$ cat config.mk
export PLATFORM = sky130hd
export DESIGN_NAME = gn_div
export DESIGN_NICKNAME = d
export VERILOG_FILES = /design/src/gn_pkg.sv /design/src/gn_div.sv
export SDC_FILE = /design/constraint.sdc
export NUM_CORES = 2
export LEC_CHECK = 0
export BUFFER_PORTS_ARGS = -buffer_cell sky130_fd_sc_hd__buf_4
export CAP_MARGIN = 5
export CORE_AREA = 3 3 460 462
export CTS_BUF_LIST = sky130_fd_sc_hd__clkbuf_8
export DETAILED_ROUTE_END_ITERATION = 7
export DIE_AREA = 0 0 463 465
export GPL_ROUTABILITY_DRIVEN = 0
export HOLD_SLACK_MARGIN = 0.08
export PLACE_DENSITY_LB_ADDON = 0.25
export REMOVE_ABC_BUFFERS = 1
export SLEW_MARGIN = 20
export SYNTH_ARGS = -nofsm -noshare
export SYNTH_HDL_FRONTEND = slang
export SYNTH_SLANG_ARGS = --single-unit
$ cat constraint.sdc
create_clock -name clk -period 3.99 [get_ports clk]
set_clock_uncertainty 0.2 [all_clocks]
set_input_delay 0 -clock clk [delete_from_list [all_inputs] [get_ports clk]]
set_output_delay 0 -clock clk [all_outputs]
set_load 0.02 [all_outputs]
$ cat src/gn_pkg.sv
// Shared widths, constants and codes of the 2-D gradient noise block.
// No dependencies; every other file except gn_ram imports this package.
`timescale 1ns / 1ps

package gn_pkg;

    localparam int COORD_W     = 24;
    localparam int CELL_W      = 12;
    localparam int FRAC_W      = 16;
    localparam int IDX_W       = 10;
    localparam int TABLE_DEPTH = 1 << IDX_W;
    localparam int GRAD_W      = 16;
    localparam int NOISE_W     = 16;
    localparam int APB_ADDR_W  = 3;
    localparam int APB_DATA_W  = 32;

    // Depth of the pipelined floor divider: magnitude capture, one stage per
    // quotient bit, the sign fix-up and one stage per fraction bit.
    localparam int DIV_STAGES  = COORD_W + FRAC_W + 2;

    localparam logic [CELL_W-1:0] CELL_SIZE_RESET = 12'd70;

    typedef enum logic [0:0] {
        OP_LOAD = 1'b0,
        OP_EVAL = 1'b1
    } opcode_t;

    // Register index as seen in bit 2 of the byte address.
    typedef enum logic [0:0] {
        REG_CELL_SIZE = 1'b0,
        REG_NONE      = 1'b1
    } reg_idx_t;

endpackage

$ cat src/gn_div.sv
// Pipelined restoring floor divider: one coordinate by the cell size, giving the
// low bits of the lattice cell and a Q0.16 offset. Depends on gn_pkg.
`timescale 1ns / 1ps

module gn_div import gn_pkg::*; (
    input  logic                      clk,
    input  logic                      en,
    input  logic signed [COORD_W-1:0] coord,
    input  logic [CELL_W-1:0]         divisor,
    output logic [IDX_W-1:0]          cell_lo,
    output logic [FRAC_W-1:0]         frac
);

    logic [COORD_W-1:0] num_reg  [0:COORD_W];
    logic [CELL_W-1:0]  rem_reg  [0:COORD_W];
    logic               neg_reg  [0:COORD_W];
    logic [IDX_W-1:0]   cell_reg [0:FRAC_W];
    logic [CELL_W-1:0]  frem_reg [0:FRAC_W];
    logic [FRAC_W-1:0]  fq_reg   [0:FRAC_W];

    logic [COORD_W-1:0] mag;
    logic [IDX_W-1:0]   q_lo;
    logic               rem_nz;

    assign mag    = coord[COORD_W-1] ? COORD_W'(-coord) : COORD_W'(coord);
    assign q_lo   = num_reg[COORD_W][IDX_W-1:0];
    assign rem_nz = (rem_reg[COORD_W] != '0);

    always_ff @(posedge clk)
    begin
        if (en)
        begin
            num_reg[0] <= mag;
            rem_reg[0] <= '0;
            neg_reg[0] <= coord[COORD_W-1];
            // Floor adjustment: a negative dividend with a remainder steps one cell down.
            if (neg_reg[COORD_W])
            begin
                cell_reg[0] <= rem_nz ? ~q_lo : IDX_W'(-q_lo);
                frem_reg[0] <= rem_nz ? CELL_W'(divisor - rem_reg[COORD_W]) : '0;
            end
            else
            begin
                cell_reg[0] <= q_lo;
                frem_reg[0] <= rem_reg[COORD_W];
            end
            fq_reg[0] <= '0;
        end
    end

    for (genvar k = 0; k < COORD_W; k++)
    begin : g_quot
        logic [CELL_W:0] trial;
        logic            fit;
        assign trial = {rem_reg[k], num_reg[k][COORD_W-1]};
        assign fit   = (trial >= {1'b0, divisor});
        always_ff @(posedge clk)
        begin
            if (en)
            begin
                rem_reg[k+1] <= fit ? CELL_W'(trial - {1'b0, divisor}) : trial[CELL_W-1:0];
                num_reg[k+1] <= {num_reg[k][COORD_W-2:0], fit};
                neg_reg[k+1] <= neg_reg[k];
            end
        end
    end

    for (genvar j = 0; j < FRAC_W; j++)
    begin : g_frac
        logic [CELL_W:0] trial;
        logic            fit;
        assign trial = {frem_reg[j], 1'b0};
        assign fit   = (trial >= {1'b0, divisor});
        always_ff @(posedge clk)
        begin
            if (en)
            begin
                frem_reg[j+1] <= fit ? CELL_W'(trial - {1'b0, divisor}) : trial[CELL_W-1:0];
                fq_reg[j+1]   <= {fq_reg[j][FRAC_W-2:0], fit};
                cell_reg[j+1] <= cell_reg[j];
            end
        end
    end

    assign cell_lo = cell_reg[FRAC_W];
    assign frac    = fq_reg[FRAC_W];

endmodule

==> metrics.md <==
| Metric | Value |
|---|---|
| Crit start category | `input pin` |
| Synth Area per Inst | `~13 um^2` |
| CTS H-tree lvls | `4` |
| Share of cells above drive strength 1 | `about 13%` |
| Aggregate routed wire length | `approximately 130,000 um` |
| Final Hold Vio Count | `0` |
| Syn Inst Count | `between 4,000 and 5,000` |
| Total global routing overflow | `0` |
| Tmin final | `between 3 and 4 ns` |
| Hold WC Path Type | `flop to flop` |
| Post-synth EDFFs | `1,166` |
| Die X | `463 um` |
| Worst slew pin tran | `1.03 ns` |
| R2r endpoint | `frem_reg[0][6]` |
| Most common cell after layout, fill and taps aside | `edfxtp_1` |
| Post-placement cell count | `between 7,000 and 8,000` |
| MaxCap Viol Count | `0` |
| Worst hold slack | `0.199 ns` |
| Nets@finish | `5,822` |
| Synth top area share | `~56%` |
| Non-filler cells, final | `just over 8,000` |
| Initial DRC count | `2,558` |
| Clock buffer depth | `3` |
| Max reg flops | `about 360` |
| Routed vias/inst | `about 4.8` |
| Worst-path fanout max | `3` |
| Area contributors post-synth | `edfxtp_1, ha_1, mux2_2` |
| Netlist cell types | `78` |
| DR WL/cell | `between 15 and 20 um` |
| Global Route Usage Sum | `12.1%` |
| Drt first pass iters | `6` |
| Initial antenna violation count | `3` |
| Worst Hold Depth | `0` |
| Worst r2r src | `rem_reg[1][99]` |
| Pwr dens | `733 nW/um^2` |
| Die Ht | `465 um` |
| Pre-CTS setup slack | `~0.42 ns` |
| # Post-CTS Setup Buffers | `0` |
| Fin. max-slew vios | `0` |
| Vias in the first global route | `approximately 40,000` |
| Final Cycle Share | `between 90% and 100%` |
| Most frequent cells in the layout | `edfxtp_1, ha_1, a21oi_1, nor2_1, o21ai_0` |
| Final Setup Violations | `0` |
| Setup ws final | `around 0.017 ns` |
| Sequential share of the synthesized area | `~56%` |
| Data required time of the critical path | `roughly 4.4 ns` |
| # IOs | `64` |
| Area leader, netlist | `edfxtp_1` |
| Hold path start | `fq_reg[0][81]` |
| Number of synthesized register bits | `between 1,000 and 1,500` |
| Worst vdd ir | `373 uV` |
| FP Rows | `167` |
| Crit path capture type | `flop` |
| Syn Std Cell Area | `62,300 um^2` |
| Port bufs | `63` |
| Skew-Pair Late Insertion Delay | `~0.93 ns` |
| Synth-to-layout area growth | `14.7%` |
| Hpwl dp | `just under 90,000 um` |
| Hold worst-path end | `fq_reg[0][98]` |
| First-pass GRT wire length | `212,000 um` |
| Largest net degree at the start of global routing | `164` |
| Fillers | `slightly above 20,000` |
| Die Footprint | `215,000 um^2` |
| Antenna Violating Nets Remaining | `0` |
| Slew margin rel. | `about a third` |
| Residual DRC | `0` |
| Starting Density | `30.0%` |
| CTS tree | `done` |
| Worst EP arrival | `between 4 and 5 ns` |
| Leak | `between 20 and 30 nW` |
| Reg-to-reg setup timing slack | `roughly 0.44 ns` |
| Inserted Clock Buffers | `195` |
| Reg clk slew, reported paths | `~0.06 ns` |
| CTS root buffer | `clkbuf_8` |
| FF-to-FF path depth | `10` |
| Vias | `between 30,000 and 40,000` |
| RSZ-0062 raised after global routing | `no` |
| Outcome | `finished clean` |
| Core area | `207,000 um^2` |
| Crit path kind | `input pin to flop` |
| Post-synthesis async set-or-reset flop share | `0%` |
| Synth warn | `0` |
| Tot Pwr | `around 52 mW` |
| Clock sink count | `roughly 1,200` |
| Maximum clock frequency | `about 250 MHz` |
| Dominant synthesized flop cell | `edfxtp_1` |
## layout make-up
type                       instances  area, um^2  area share [%]
timing repair buffer             267        2560            3.58
inverter                         180         677           0.947
antenna                            2        5.00         0.00700
multi-input combinational       3453       26200            36.6
clock buffer                     195        2680            3.75
tap                             2788        3490            4.88
sequential                      1166       35000            49.0
clock inverter                   159         897            1.25
## cell usage after synthesis (62+ instances only)
| master | count |
|---|---|
| nand3_1 | 101 |
| a21oi_1 | 326 |
| ha_1 | 482 |
| nand2b_1 | 81 |
| nor3_1 | 90 |
| o21ai_0 | 305 |
| o21a_1 | 94 |
| xnor2_1 | 205 |
| mux2i_1 | 62 |
| nand2_1 | 238 |
| xor2_1 | 112 |
| clkbuf_1 | 62 |
| edfxtp_1 | 1166 |
| nor2b_1 | 86 |
| nor2_1 | 318 |
| mux2_2 | 255 |
| inv_1 | 179 |
## through the flow
stage | instance area [um^2] | util, % | TNS, ns
2_1_floorplan | 61800 | - | -29.89
3_3_place_gp | 66800 | 32.2 | 0
3_5_place_dp | 66800 | 32.2 | 0
4_1_cts | 71500 | 34.4 | 0
5_1_grt | 71500 | 34.5 | 0
6_report | 71500 | 34.5 | 0
## per-layer routing
| metal | global-route usage (%) | wire, um |
|---|---|---|
| met4 | 4.13 | 3790 |
| met1 | 16.2 | 62500 |
| met3 | 2.24 | 5540 |
| met2 | 19.8 | 61600 |
| met5 | 0 | 13 |
## critical path: stages
cell           delay, ns
dlygate4sd3_1       0.53
buf_4               0.13
dlygate4sd3_1       0.59
or3_1               0.40
or2_2               0.32
or4_4               0.44
o21ai_1             0.13
dlygate4sd3_1       0.56
nand2_1             0.05
dlygate4sd3_1       0.58
xor2_1              0.14
dlygate4sd3_1       0.55
## cell families after synthesis
kind of cell / share of synthesized area, %
fa+ha+maj: 10.9
simple gates: 8.96
flops: 56.2
compound gates: 11.8
xor+xnor: 4.45
buf+inv: 1.95
mux: 5.77
## worst max-delay path by stage
stage,start,end,slack [ns],depth (start not counted)
floorplan,divisor[1],frem_reg[0][134],-0.56,9
global placement,divisor[6],rem_reg[1][68],0.40,10
detailed placement,divisor[6],rem_reg[1][69],0.42,9
CTS,coord[17],num_reg[0][22],0.14,12
global route,coord[17],num_reg[0][22],0.03,12
finish,coord[17],num_reg[0][22],0.02,12
## what timing repair did
item | 4_1_cts | 5_1_grt
hold buffers | 106 | 0
gates resized for setup | 0 | 2
setup endpoints to repair | 0 | 1
endpoints found under the hold margin | 1559 | 0
## power by group
| part | total, mW | switching [mW] | internal, mW |
|---|---|---|---|
| sequential | 19.8 | 1.68 | 18.1 |
| combinational | 22.7 | 11.8 | 10.9 |
| clock | 9.89 | 5.10 | 4.79 |
| total | 52.4 | 18.6 | 33.8 |
No activity file was read; power rests on OpenSTA's default activity.
